--- src/rtl/sirs_grid_generation_step_assert.svh ---
// assertion macros for the sirs grid generation step
`ifndef SIRS_GRID_GENERATION_STEP_ASSERT_SVH
`define SIRS_GRID_GENERATION_STEP_ASSERT_SVH

// condition holds in the same cycle
`define SGS_ASSERT_HOLDS(lbl, ante, cons) \
    lbl: assert property (@(posedge i_clk) disable iff (!i_rst_n) (ante) |-> (cons)) \
        else $error("sgs check failed: same-cycle invariant");

// condition holds in the following cycle
`define SGS_ASSERT_NEXT(lbl, ante, cons) \
    lbl: assert property (@(posedge i_clk) disable iff (!i_rst_n) (ante) |=> (cons)) \
        else $error("sgs check failed: next-cycle invariant");

`endif

--- src/rtl/sgs_pkg.sv ---
// shared types and constants for the sirs grid generation step
`timescale 1ns / 1ps

package sgs_pkg;

    localparam int STATE_W       = 4;
    localparam int GRID_W_BITS   = 7;
    localparam int CLASS_W       = 2;
    localparam int CFG_IDX_W     = 2;
    localparam int CFG_DATA_W    = 7;
    localparam int MAX_WIDTH_DEF = 64;

    localparam logic [CFG_IDX_W-1:0] CFG_INFECTIOUS = 2'd0;
    localparam logic [CFG_IDX_W-1:0] CFG_CYCLE      = 2'd1;
    localparam logic [CFG_IDX_W-1:0] CFG_GRID_WIDTH = 2'd2;

    localparam logic [STATE_W-1:0]     INFECTIOUS_RST = 4'd4;
    localparam logic [STATE_W-1:0]     CYCLE_RST      = 4'd13;
    localparam logic [GRID_W_BITS-1:0] GRID_WIDTH_RST = 7'd40;

    localparam logic [CLASS_W-1:0] CLS_SUSCEPTIBLE = 2'd0;
    localparam logic [CLASS_W-1:0] CLS_INFECTED    = 2'd1;
    localparam logic [CLASS_W-1:0] CLS_RECOVERED   = 2'd2;

    // broadcast control for the row of column cells
    typedef struct packed {
        logic               shift;
        logic               load;
        logic               mid_we;
        logic               up_we;
        logic [STATE_W-1:0] mid_data;
        logic [STATE_W-1:0] up_data;
    } t_row_ctl;

    // a cell and its four neighbours, with flags for whether the upper, left and right ones exist
    typedef struct packed {
        logic [STATE_W-1:0] centre;
        logic [STATE_W-1:0] up;
        logic [STATE_W-1:0] left;
        logic [STATE_W-1:0] right;
        logic [STATE_W-1:0] low;
        logic               up_ok;
        logic               left_ok;
        logic               right_ok;
    } t_hood;

endpackage

--- src/rtl/sgs_cell.sv ---
// one column cell: home copy of both row stores plus a working slot
`timescale 1ns / 1ps

module sgs_cell
    import sgs_pkg::*;
(
    input  logic               i_clk,
    input  t_row_ctl           i_ctl,
    input  logic               i_sel,
    input  logic [STATE_W-1:0] i_next_mid,
    input  logic [STATE_W-1:0] i_next_up,
    output logic [STATE_W-1:0] o_work_mid,
    output logic [STATE_W-1:0] o_work_up
);

    logic [STATE_W-1:0] r_home_mid;
    logic [STATE_W-1:0] r_home_up;
    logic [STATE_W-1:0] r_work_mid;
    logic [STATE_W-1:0] r_work_up;
    logic               mid_hit;
    logic               up_hit;

    assign mid_hit = i_sel && i_ctl.mid_we;
    assign up_hit  = i_sel && i_ctl.up_we;

    always_ff @(posedge i_clk) begin
        if (mid_hit) begin
            r_home_mid <= i_ctl.mid_data;
        end
        if (up_hit) begin
            r_home_up <= i_ctl.up_data;
        end
    end

    // working slot realigns to its own column at row end, else moves down the row
    always_ff @(posedge i_clk) begin
        if (i_ctl.load) begin
            r_work_mid <= mid_hit ? i_ctl.mid_data : r_home_mid;
            r_work_up  <= up_hit ? i_ctl.up_data : r_home_up;
        end else if (i_ctl.shift) begin
            r_work_mid <= i_next_mid;
            r_work_up  <= i_next_up;
        end
    end

    assign o_work_mid = r_work_mid;
    assign o_work_up  = r_work_up;

endmodule

--- src/rtl/sgs_chain.sv ---
// row of column cells holding the upper and middle line stores
`timescale 1ns / 1ps

module sgs_chain
    import sgs_pkg::*;
#(
    parameter int MAX_WIDTH = MAX_WIDTH_DEF
) (
    input  logic                         i_clk,
    input  t_row_ctl                     i_ctl,
    input  logic [$clog2(MAX_WIDTH)-1:0] i_col,
    output logic [STATE_W-1:0]           o_head_mid,
    output logic [STATE_W-1:0]           o_second_mid,
    output logic [STATE_W-1:0]           o_head_up
);

    localparam int CNT_W = $clog2(MAX_WIDTH);

    logic [STATE_W-1:0] link_mid [MAX_WIDTH+1];
    logic [STATE_W-1:0] link_up  [MAX_WIDTH+1];

    assign link_mid[MAX_WIDTH] = '0;
    assign link_up[MAX_WIDTH]  = '0;

    for (genvar k = 0; k < MAX_WIDTH; k++) begin : g_cell
        sgs_cell u_cell (
            .i_clk      (i_clk),
            .i_ctl      (i_ctl),
            .i_sel      (i_col == CNT_W'(k)),
            .i_next_mid (link_mid[k+1]),
            .i_next_up  (link_up[k+1]),
            .o_work_mid (link_mid[k]),
            .o_work_up  (link_up[k])
        );
    end

    assign o_head_mid   = link_mid[0];
    assign o_second_mid = link_mid[1];
    assign o_head_up    = link_up[0];

endmodule

--- src/rtl/sgs_rule.sv ---
// sirs update rule and health class of the new state
`timescale 1ns / 1ps

module sgs_rule
    import sgs_pkg::*;
(
    input  t_hood              i_hood,
    input  logic [STATE_W-1:0] i_infectious,
    input  logic [STATE_W-1:0] i_cycle,
    output logic [STATE_W-1:0] o_next_state,
    output logic [CLASS_W-1:0] o_health_class
);

    function automatic logic infected(input logic [STATE_W-1:0] s,
                                      input logic [STATE_W-1:0] period);
        return (s != '0) && (s <= period);
    endfunction

    logic               any_inf;
    logic [STATE_W-1:0] ns;

    assign any_inf = (i_hood.up_ok && infected(i_hood.up, i_infectious))
                   || (i_hood.left_ok && infected(i_hood.left, i_infectious))
                   || (i_hood.right_ok && infected(i_hood.right, i_infectious))
                   || infected(i_hood.low, i_infectious);

    always_comb begin
        if (i_hood.centre >= i_cycle) begin
            ns = '0;
        end else if (i_hood.centre == '0) begin
            ns = any_inf ? STATE_W'(1) : '0;
        end else begin
            ns = i_hood.centre + STATE_W'(1);
        end
    end

    always_comb begin
        if (ns == '0) begin
            o_health_class = CLS_SUSCEPTIBLE;
        end else if (infected(ns, i_infectious)) begin
            o_health_class = CLS_INFECTED;
        end else begin
            o_health_class = CLS_RECOVERED;
        end
    end

    assign o_next_state = ns;

endmodule

--- src/rtl/sirs_grid_generation_step.sv ---
// top level: one sirs automaton generation over a raster cell stream
// input channel: i_in_valid / o_in_ready carry one cell item (state, beyond_edge flag)
//   per accepted item, in raster order; a closing row of beyond_edge items ends the frame
// output channel: o_out_valid / i_out_ready carry the new state of the cell one row
//   above the accepted item, its health class and a last-of-frame flag
// config channel: i_cfg_valid / o_cfg_ready with register index and data, always ready;
//   write only while no item is in flight
// throughput: one item per clock, limited by the row of column cells which read and
//   shift both line stores in a single cycle
// latency: a result is registered on the clock edge that accepts the item below it
//   and is offered on the next cycle; items of the first grid row give no result
// stall: a single output register; a new item is taken while the held result is
//   taken in the same cycle, otherwise the input waits
// reset: synchronous, active low; registers return to period 4, cycle 13, width 40,
//   column zero and awaiting the first row; line stores hold no defined data until the
//   first row has been written, and no clearing pass is needed
`timescale 1ns / 1ps
`include "sirs_grid_generation_step_assert.svh"

module sirs_grid_generation_step
    import sgs_pkg::*;
#(
    parameter int MAX_WIDTH = MAX_WIDTH_DEF
) (
    input  logic                  i_clk,
    input  logic                  i_rst_n,
    input  logic                  i_in_valid,
    output logic                  o_in_ready,
    input  logic [STATE_W-1:0]    i_cell_state,
    input  logic                  i_beyond_edge,
    output logic                  o_out_valid,
    input  logic                  i_out_ready,
    output logic [STATE_W-1:0]    o_next_state,
    output logic [CLASS_W-1:0]    o_health_class,
    output logic                  o_frame_last,
    input  logic                  i_cfg_valid,
    output logic                  o_cfg_ready,
    input  logic [CFG_IDX_W-1:0]  i_cfg_index,
    input  logic [CFG_DATA_W-1:0] i_cfg_data
);

    localparam int CNT_W = $clog2(MAX_WIDTH);
    localparam int CMP_W = (CNT_W + 1 > GRID_W_BITS) ? CNT_W + 1 : GRID_W_BITS;

    // configuration
    logic [STATE_W-1:0]     r_infectious;
    logic [STATE_W-1:0]     r_cycle;
    logic [GRID_W_BITS-1:0] r_grid_width;

    // raster position and frame progress
    logic [CNT_W-1:0]       r_col;
    logic [CNT_W-1:0]       n_col;
    logic                   r_first_row;
    logic                   r_second_row;
    logic [STATE_W-1:0]     r_prev_s;

    // output register
    logic                   r_out_valid;
    logic [STATE_W-1:0]     r_next_state;
    logic [CLASS_W-1:0]     r_health_class;
    logic                   r_frame_last;

    logic                   in_acc;
    logic                   skip;
    logic                   take;
    logic                   produce;
    logic [CMP_W-1:0]       gw_ext;
    logic [CMP_W-1:0]       used_w;
    logic                   row_end;
    logic [STATE_W-1:0]     low_val;
    logic [STATE_W-1:0]     head_mid;
    logic [STATE_W-1:0]     second_mid;
    logic [STATE_W-1:0]     head_up;
    t_row_ctl               ctl;
    t_hood                  hood;
    logic [STATE_W-1:0]     rule_state;
    logic [CLASS_W-1:0]     rule_class;

    assign o_cfg_ready = 1'b1;
    assign o_in_ready  = !r_out_valid || i_out_ready;
    assign in_acc      = i_in_valid && o_in_ready;

    // padding while still awaiting the first row is dropped without trace
    assign skip    = r_first_row && i_beyond_edge;
    assign take    = in_acc && !skip;
    assign produce = in_acc && !r_first_row;

    // width in use: zero acts as one, anything past the store depth as full depth
    assign gw_ext = CMP_W'(r_grid_width);
    always_comb begin
        if (gw_ext == '0) begin
            used_w = CMP_W'(1);
        end else if (gw_ext > CMP_W'(MAX_WIDTH)) begin
            used_w = CMP_W'(MAX_WIDTH);
        end else begin
            used_w = gw_ext;
        end
    end

    assign row_end = (CMP_W'(r_col) + CMP_W'(1)) >= used_w;
    assign n_col   = row_end ? '0 : r_col + CNT_W'(1);

    // padding inside a row is a susceptible lower neighbour and is stored as zero
    assign low_val = i_beyond_edge ? '0 : i_cell_state;

    // line stores: middle takes the new item, upper takes the old middle cell
    always_comb begin
        ctl.shift    = take && !row_end;
        ctl.load     = take && row_end;
        ctl.mid_we   = take;
        ctl.up_we    = produce;
        ctl.mid_data = low_val;
        ctl.up_data  = head_mid;
    end

    sgs_chain #(
        .MAX_WIDTH (MAX_WIDTH)
    ) u_chain (
        .i_clk        (i_clk),
        .i_ctl        (ctl),
        .i_col        (r_col),
        .o_head_mid   (head_mid),
        .o_second_mid (second_mid),
        .o_head_up    (head_up)
    );

    // left neighbour is the middle cell handled one item earlier in this row
    always_comb begin
        hood.centre   = head_mid;
        hood.up       = head_up;
        hood.left     = r_prev_s;
        hood.right    = second_mid;
        hood.low      = low_val;
        hood.up_ok    = !r_second_row;
        hood.left_ok  = r_col != '0;
        hood.right_ok = !row_end;
    end

    sgs_rule u_rule (
        .i_hood         (hood),
        .i_infectious   (r_infectious),
        .i_cycle        (r_cycle),
        .o_next_state   (rule_state),
        .o_health_class (rule_class)
    );

    // configuration registers
    always_ff @(posedge i_clk) begin
        if (!i_rst_n) begin
            r_infectious <= INFECTIOUS_RST;
            r_cycle      <= CYCLE_RST;
            r_grid_width <= GRID_WIDTH_RST;
        end else if (i_cfg_valid && o_cfg_ready) begin
            unique case (i_cfg_index)
                CFG_INFECTIOUS: r_infectious <= i_cfg_data[STATE_W-1:0];
                CFG_CYCLE:      r_cycle      <= i_cfg_data[STATE_W-1:0];
                CFG_GRID_WIDTH: r_grid_width <= i_cfg_data[GRID_W_BITS-1:0];
                default: begin
                end
            endcase
        end
    end

    // column counter and row flags
    always_ff @(posedge i_clk) begin
        if (!i_rst_n) begin
            r_col        <= '0;
            r_first_row  <= 1'b1;
            r_second_row <= 1'b1;
        end else if (take) begin
            r_col <= n_col;
            if (row_end) begin
                if (r_first_row) begin
                    r_first_row <= 1'b0;
                end else if (i_beyond_edge) begin
                    // flush row closed: back to awaiting a new frame
                    r_first_row  <= 1'b1;
                    r_second_row <= 1'b1;
                end else begin
                    r_second_row <= 1'b0;
                end
            end
        end
    end

    always_ff @(posedge i_clk) begin
        if (take) begin
            r_prev_s <= head_mid;
        end
    end

    // output register
    always_ff @(posedge i_clk) begin
        if (!i_rst_n) begin
            r_out_valid <= 1'b0;
        end else if (produce) begin
            r_out_valid <= 1'b1;
        end else if (i_out_ready) begin
            r_out_valid <= 1'b0;
        end
    end

    always_ff @(posedge i_clk) begin
        if (produce) begin
            r_next_state   <= rule_state;
            r_health_class <= rule_class;
            r_frame_last   <= row_end && i_beyond_edge;
        end
    end

    assign o_out_valid    = r_out_valid;
    assign o_next_state   = r_next_state;
    assign o_health_class = r_health_class;
    assign o_frame_last   = r_frame_last;

    // checks
    `SGS_ASSERT_HOLDS(a_first_implies_second, r_first_row, r_second_row)
    `SGS_ASSERT_HOLDS(a_class_zero_iff_zero, o_out_valid, ((o_next_state == '0) == (o_health_class == CLS_SUSCEPTIBLE)))
    `SGS_ASSERT_NEXT(a_frame_end_rearms, produce && row_end && i_beyond_edge, r_first_row && r_second_row && r_col == '0)

endmodule

--- config.mk ---
export PLATFORM = sky130hd
export DESIGN_NAME = sirs_grid_generation_step
export DESIGN_NICKNAME = d
export VERILOG_FILES = /design/src/rtl/sgs_pkg.sv /design/src/rtl/sgs_cell.sv /design/src/rtl/sgs_chain.sv /design/src/rtl/sgs_rule.sv /design/src/rtl/sirs_grid_generation_step.sv
export VERILOG_INCLUDE_DIRS = /design/src /design/src/rtl
export SDC_FILE = /design/constraint.sdc
export NUM_CORES = 1
export LEC_CHECK = 0
export BUFFER_PORTS_ARGS = -buffer_cell sky130_fd_sc_hd__buf_2
export CAP_MARGIN = 20
export CORE_UTILIZATION = 50
export DETAILED_ROUTE_END_ITERATION = 10
export PLACE_DENSITY = 0.65
export SETUP_SLACK_MARGIN = 0.4
export SLEW_MARGIN = 20
export SYNTH_ARGS = -nofsm -noshare
export SYNTH_HDL_FRONTEND = slang
export SYNTH_SLANG_ARGS = --single-unit
export TNS_END_PERCENT = 5
--- constraint.sdc ---
create_clock -name i_clk -period 35.2 [get_ports i_clk]
set_input_delay 7.04 -clock i_clk [delete_from_list [all_inputs] [get_ports i_clk]]
set_output_delay 7.04 -clock i_clk [all_outputs]
set_load 0.01 [all_outputs]
==> run metrics, run 1 <==
outcome=finished, final reports clean; ANT cells=0; syn_area_per_cell=16.0 sq um; overall power consumption=between 2000 and 3000 uW; post-synthesis sequential area ratio=~64%; critical path launch point=i_out_ready; Area Overhead vs Synth=11.1%; max incr delay on CP=~230 ps; TritonCTS buffer count=107; critical path startpoint category=input pin; setup slack after layout=around 21000 ps; post-synth top area cell=edfxtp_1; YS warnings=0; Async SR Flop Fraction=0%; vias in the first global route=~22000; Post-Synth Adder-Cell Area=approximately 1.1%; final layout net count=2679; flop and latch count out of synthesis=1059; dpl ws=a little over 20000 ps; Tcrit/Tclk final=41.4%; ys flop type=dfxtp_1; xor and xnor area share after synthesis=less than 1%; mux cell area share after synthesis=slightly below 30%; GR Util met1=25.0%; FF-to-FF End=u_chain.g_cell[50].u_cell.o_work_mid[0]$_DFFE_PP_; routability cong.=between 0.7 and 0.8; Syn Nets=about 2700; first-pass GRT wire length=approximately 120 mm; DRT Pass-1 Iters=5; CTS Sinks=1059; clock network fraction of design power=45.1%; CP arrival=roughly 7500 ps; R2R setup slack=28760 ps; PwrDens=approximately 56 nW/um^2; post-synthesis cell type count=between 50 and 60; VDD IR max=between 0.03 and 0.04 mV; width of the die=between 200 and 300 um; Post-Syn Instances=between 2000 and 3000; minimum clock period after layout=between 10000 and 15000 ps; P_leak=around 0.018 uW; worst path cell trace=buf_2 -> nand2b_2 -> buf_2; starting density of the core=roughly half; Fmax=between 0.06 and 0.07 GHz; Setup Buffers After CTS=0; Max FO, Critical Path=6; Post-route DRC=0; Synth Area in Compound Gates=less than 1%; Worst Skew=~17 ps; worst min-delay path startpoint=u_chain.g_cell[53].u_cell.r_home_up[1]$_DFF_P_; launching point of the worst reg2reg path=r_col[0]$_SDFFE_PN0P_; largest family of logic cells by synthesized area=multiplexers; simple-gate share of the synthesized area=roughly 3%; die height=about 290 um; Clock Tree Buf Depth=3; endpoints failing hold=0; Worst-Skew Late Latency=~660 ps; Tot GR Track Use=around 18%; Congestion Overflow GR=0; Yosys top cell area share=between 30% and 40%; DR vias=between 20000 and 25000; drt initial violations=between 1000 and 1500; Cell Area, Synth=41600 sq um; hold buffer count at CTS=0; RSZ-0062 raised after global routing=no; layer with the highest usage=met2; classification of the worst setup path=in2out; reg2reg path depth=13; hpwl dp=between 40 and 50 mm; Switching Fraction=roughly 20%; die area=about 84000 sq um; slowest CP cell=nand2b_2; most used cell, CP=buf_2; Max transition margin=a little over a quarter; Final setup viols=0; placed instance area=between 40000 and 50000 sq um; floorplan row count=105; final instance area=between 40000 and 50000 sq um; EDFF count, synth=approximately 520; TritonCTS clock tree=done; most frequent cell after synthesis=mux2_2; Comb power frac=under 10%; Final Max Slew Viols=0; met2 Resource Use GR=30.2%; fraction of layout instances using a drive strength above 1=39.9%; Routed wire per std cell=20.3 um; hold path depth=1; Setup TNS=0 ps; largest net degree at the start of global routing=roughly 160; Max Cap Violations=0; met3 usage in global routing=about 2.7%; Root Buffer=clkbuf_16; CP endpoint=o_in_ready; multi-input logic area=roughly 14000 sq um; buffers added on ports=27; final wirelength=about 77 mm; Core ar.=a little over 80000 sq um; Reg area=between 20000 and 30000 sq um; number of cells upsized or downsized after cts=0; Final ANT Viol Nets=0; top cells by count, synth=mux2_2, dfxtp_1, edfxtp_1, mux2_4, mux2_1; H-Tree Depth=3; Sw Pwr=about 520 uW; initial antenna violation count=4; CP Data Required Time=28160 ps; Critical Path End Type=output pin; Reg clk slew, reported paths=roughly 60 ps; vias per cell=~5.4; P_int=a little over 2000 uW; worst hold path class=reg2reg; Flop pwr share=between 50% and 60%; Synth area leaders=edfxtp_1, dfxtp_1, mux2_2, mux2_4, mux2_1; io pins=29; Worst-Margin Slew=around 1100 ps; Filler cells=approximately 6300
final cells by class:
type | count | area share (%)
sequential | 1059 | 57.2
multi-input combinational | 1383 | 31.1
clock buffer | 162 | 6.99
tap | 1070 | 2.90
clock inverter | 42 | 0.983
timing repair buffer | 49 | 0.685
inverter | 23 | 0.203
worst max-delay path: cells and delay by family:
kind | cells | cell delay (ps)
buf+inv | 2 | 260
simple gates | 1 | 230
registers in the layout (all words and copies together), names as in the netlist:
register and count:
u_chain.g_cell.u_cell.o_work_mid 256, u_chain.g_cell.u_cell.o_work_up 256, u_chain.g_cell.u_cell.r_home_mid 256, u_chain.g_cell.u_cell.r_home_up 256
gw_ext 7, r_col 6, o_next_state 4, r_cycle 4
r_infectious 4, r_prev_s 4, o_health_class 2, o_frame_last 1
o_out_valid 1, r_first_row 1, r_second_row 1
cells in the final DEF, fill, tap and decap left out, types with 5 or more instances in the layout:
| cell | synthesis | final |
|---|---|---|
| clkbuf_1 | 71 | 27 |
| nor2b_1 | 13 | 9 |
| nand4_1 | 7 | 7 |
| edfxtp_1 | 523 | 523 |
| o21a_1 | 5 | 5 |
| inv_1 | 23 | 22 |
| mux2i_1 | 10 | 10 |
| o21ai_0 | 9 | 9 |
| and2_1 | 9 | 9 |
| ha_1 | 37 | 37 |
| clkbuf_16 | 0 | 113 |
| dfxtp_1 | 536 | 536 |
| nor3_1 | 6 | 6 |
| buf_4 | 1 | 20 |
| nand2_1 | 48 | 48 |
| buf_2 | 43 | 27 |
| clkinv_2 | 0 | 25 |
| a21oi_1 | 15 | 15 |
| mux2_2 | 646 | 646 |
| mux2_1 | 170 | 170 |
| nand3_1 | 36 | 36 |
| clkbuf_8 | 0 | 22 |
| nor2_1 | 126 | 126 |
| bufinv_16 | 0 | 8 |
| mux2_4 | 200 | 200 |
through the flow:
step / instances / hold WS [ps] / utilization [%]
after global placement: 3582 / 450 / 51.7
after floorplan: 2603 / 444 / -
after global routing: 3788 / 479 / 56.2
after detailed placement: 3582 / 454 / 51.7
after CTS: 3786 / 469 / 56.2
final: 3788 / 467 / 56.2
per-layer routing:
metal	vias up	share of wire (%)	wire length [um]
li1	9595	-	-
met1	10500	46	35300
met2	335	48	36800
met3	124	3.6	2790
met4	0	2.4	1810
met5	-	0	0
power groups by stage:
| stage | combinational (uW) | clock (uW) | sequential (uW) |
|---|---|---|---|
| finish | 77.3 | 1160 | 1340 |
| global route | 84.9 | 1240 | 1340 |
| CTS | 78.4 | 1190 | 1340 |
| detailed placement | 77.9 | 0 | 1360 |
| global placement | 74.8 | 0 | 1360 |
| floorplan | 55.8 | 0 | 1370 |
worst min-delay path by stage:
stage / to
2_1_floorplan: u_chain.g_cell[63].u_cell.r_home_mid[0]$_DFF_P_
5_1_grt: u_chain.g_cell[7].u_cell.r_home_up[3]$_DFF_P_
3_5_place_dp: u_chain.g_cell[63].u_cell.r_home_mid[1]$_DFF_P_
3_3_place_gp: u_chain.g_cell[2].u_cell.r_home_up[3]$_DFF_P_
6_report: u_chain.g_cell[53].u_cell.r_home_up[1]$_DFF_P_
4_1_cts: u_chain.g_cell[15].u_cell.r_home_up[3]$_DFF_P_
cells by family (layout without fill, tap and decap cells):
kind of cell	Yosys count	after routing
flops	1059	1059
mux	1026	1026
simple gates	269	269
buf+inv	161	276
compound gates	45	45
fa+ha+maj	37	37
xor+xnor	5	5
other cells	1	1
Power figures use the tool's default switching activity.
==> run 2: changes to the inputs <==
Settings changed: ABC_AREA from default to 1.
Clock period 35.2 ns to 15.1 ns, I/O delays scaled along.
==> run metrics, run 2 <==
Congestion Overflow GR=0; post-synthesis sequential area ratio=65.0%; Filler cells=roughly 7000; EDFF count, synth=between 500 and 600; classification of the worst setup path=in2out; met3 usage in global routing=roughly 4.2%; worst hold path class=reg2reg; setup slack after layout=8720 ps; die height=~290 um; reg2reg path depth=15; final layout net count=4327; Clock Tree Buf Depth=3; Routed wire per std cell=around 16 um; dpl ws=around 8400 ps; syn_area_per_cell=around 9.4 sq um; worst path cell trace=buf_2 -> inv_1 -> nand2_2 -> buf_2; met2 Resource Use GR=approximately a third; CP arrival=3360 ps; Max FO, Critical Path=3; Worst-Margin Slew=~1100 ps; Critical Path End Type=output pin; drt initial violations=2280; width of the die=~290 um; final instance area=between 40000 and 50000 sq um; VDD IR max=between 0.1 and 0.15 mV; hold path depth=2; Max Cap Violations=0; ys flop type=dfxtp_1; most frequent cell after synthesis=nand2_1; fraction of layout instances using a drive strength above 1=around 8.7%; Core ar.=between 80000 and 90000 sq um; Setup TNS=0 ps; vias in the first global route=between 20000 and 30000; floorplan row count=104; placed instance area=41500 sq um; Max transition margin=25.6%; flop and latch count out of synthesis=between 1000 and 1500; Yosys top cell area share=around two fifths; TritonCTS buffer count=roughly 110; routability cong.=0.998; Area Overhead vs Synth=11.4%; WHS Endpoint=u_chain.g_cell[16].u_cell.r_home_up[2]$_DFF_P_; P_leak=~0.018 uW; Synth area leaders=edfxtp_1, dfxtp_1, nand2_1, o21ai_0, o21ai_1; Final setup viols=0; DRT Pass-1 Iters=7; hold buffer count at CTS=0; max incr delay on CP=140 ps; FF-to-FF End=u_chain.g_cell[59].u_cell.o_work_mid[3]$_DFFE_PP_; DR vias=between 20000 and 30000; most used cell, CP=buf_2; buffers added on ports=27; Cell Area, Synth=roughly 41000 sq um; Root Buffer=clkbuf_16; layer with the highest usage=met2; final wirelength=roughly 87 mm; CP Data Required Time=between 10000 and 15000 ps; ANT cells=0; top cells by count, synth=nand2_1, dfxtp_1, edfxtp_1, o21ai_0, o21ai_1; die area=roughly 80000 sq um; Post-Syn Instances=approximately 4300; Worst Skew=slightly above 20 ps; post-synth top area cell=edfxtp_1; R2R setup slack=~9100 ps; Setup Buffers After CTS=0; GR Util met1=between 20 and 30%; Final ANT Viol Nets=0; Syn Nets=between 4000 and 5000; vias per cell=between 5 and 6; most frequent cells in the layout=nand2_1, dfxtp_1, edfxtp_1; outcome=finished, final reports clean; Post-route DRC=0; Async SR Flop Fraction=0%; minimum clock period after layout=between 6000 and 7000 ps; worst min-delay path startpoint=u_chain.g_cell[16].u_cell.r_home_up[2]$_DFF_P_; H-Tree Depth=3; Worst-Skew Late Latency=660 ps; YS warnings=0; first-pass GRT wire length=between 100 and 150 mm; Tot GR Track Use=between 20% and 30%; slowest CP cell=buf_2; Reg area=26400 sq um; starting density of the core=around half; number of cells upsized or downsized after cts=0; Tcrit/Tclk final=42.3%; io pins=29; initial antenna violation count=0; Reg clk slew, reported paths=60 ps; TritonCTS clock tree=done; launching point of the worst reg2reg path=r_col[0]$_SDFFE_PN0P_; RSZ-0062 raised after global routing=no; endpoints failing hold=0; most common cell after layout, fill and taps aside=nand2_1; Final Max Slew Viols=0; PwrDens=137 nW/um^2; Fmax=between 0.15 and 0.2 GHz; CTS Sinks=around 1100; multi-input logic area=around 13000 sq um; critical path startpoint category=input pin; hpwl dp=between 40 and 50 mm; post-synthesis cell type count=36; largest net degree at the start of global routing=approximately 210; CP bufs+invs=3; CP delay by family, top=buffers and inverters
-- run 2: stage by stage --
step	total power [uW]	std cells	utilization [%]	hold WS, ps
6_report	6200	5424	56.3	445
2_1_floorplan	3390	4304	-	422
5_1_grt	6400	5424	56.3	462
4_1_cts	6250	5424	56.3	448
3_3_place_gp	3440	5222	51.6	427
3_5_place_dp	3450	5222	51.6	433
-- run 2: worst max-delay path by stage --
stage / from / end / slack (ps) / depth (start not counted)
floorplan: i_beyond_edge / u_chain.g_cell[0].u_cell.o_work_mid[0]$_DFFE_PP_ / 2940 / 1
global placement: i_out_ready / u_chain.g_cell[58].u_cell.o_work_mid[0]$_DFFE_PP_ / 8430 / 10
detailed placement: i_out_ready / u_chain.g_cell[54].u_cell.o_work_mid[2]$_DFFE_PP_ / 8380 / 10
CTS: i_out_ready / o_in_ready / 8710 / 4
global route: i_out_ready / o_in_ready / 8690 / 4
finish: i_out_ready / o_in_ready / 8720 / 4
-- run 2: routing by layer --
metal	wire length (um)	vias up
met2	39300	577
met1	41000	12600
met5	0	-
li1	-	14000
met3	4860	121
met4	1990	0
-- run 2: report_power, final --
| group | internal, uW | switching (uW) | total (uW) |
|---|---|---|---|
| clock network | 1700 | 1110 | 2810 |
| logic | 64.2 | 177 | 241 |
| registers | 3120 | 28.5 | 3150 |
-- run 2: final cells by class --
class                           count  share of cell area (%)
Clock inverter                     49                    1.42
Multi-Input combinational cell   2973                    28.8
Clock buffer                      153                    6.99
Sequential cell                  1059                    58.4
Inverter                           83                   0.707
Tap cell                         1060                    2.93
Timing Repair Buffer               47                   0.740
-- run 2: cells by family (layout without fill, tap and decap cells) --
group,after synthesis,after routing,synth area share (%)
multiplexers,3,3,0.0739
adder cells (fa/ha/maj),37,37,1.14
buffers and inverters,272,332,2.99
flip-flops,1059,1059,65.0
other,1,1,0.00923
AND/OR/NAND/NOR,2368,2368,23.0
AO/OA/AOI/OAI,558,558,7.66
XOR/XNOR,6,6,0.129
-- run 2: worst min-delay path, cell delays in order, from the launching register on --
cell and delay (ps):
dfxtp_1 300, nand2_1 60, o21ai_2 60
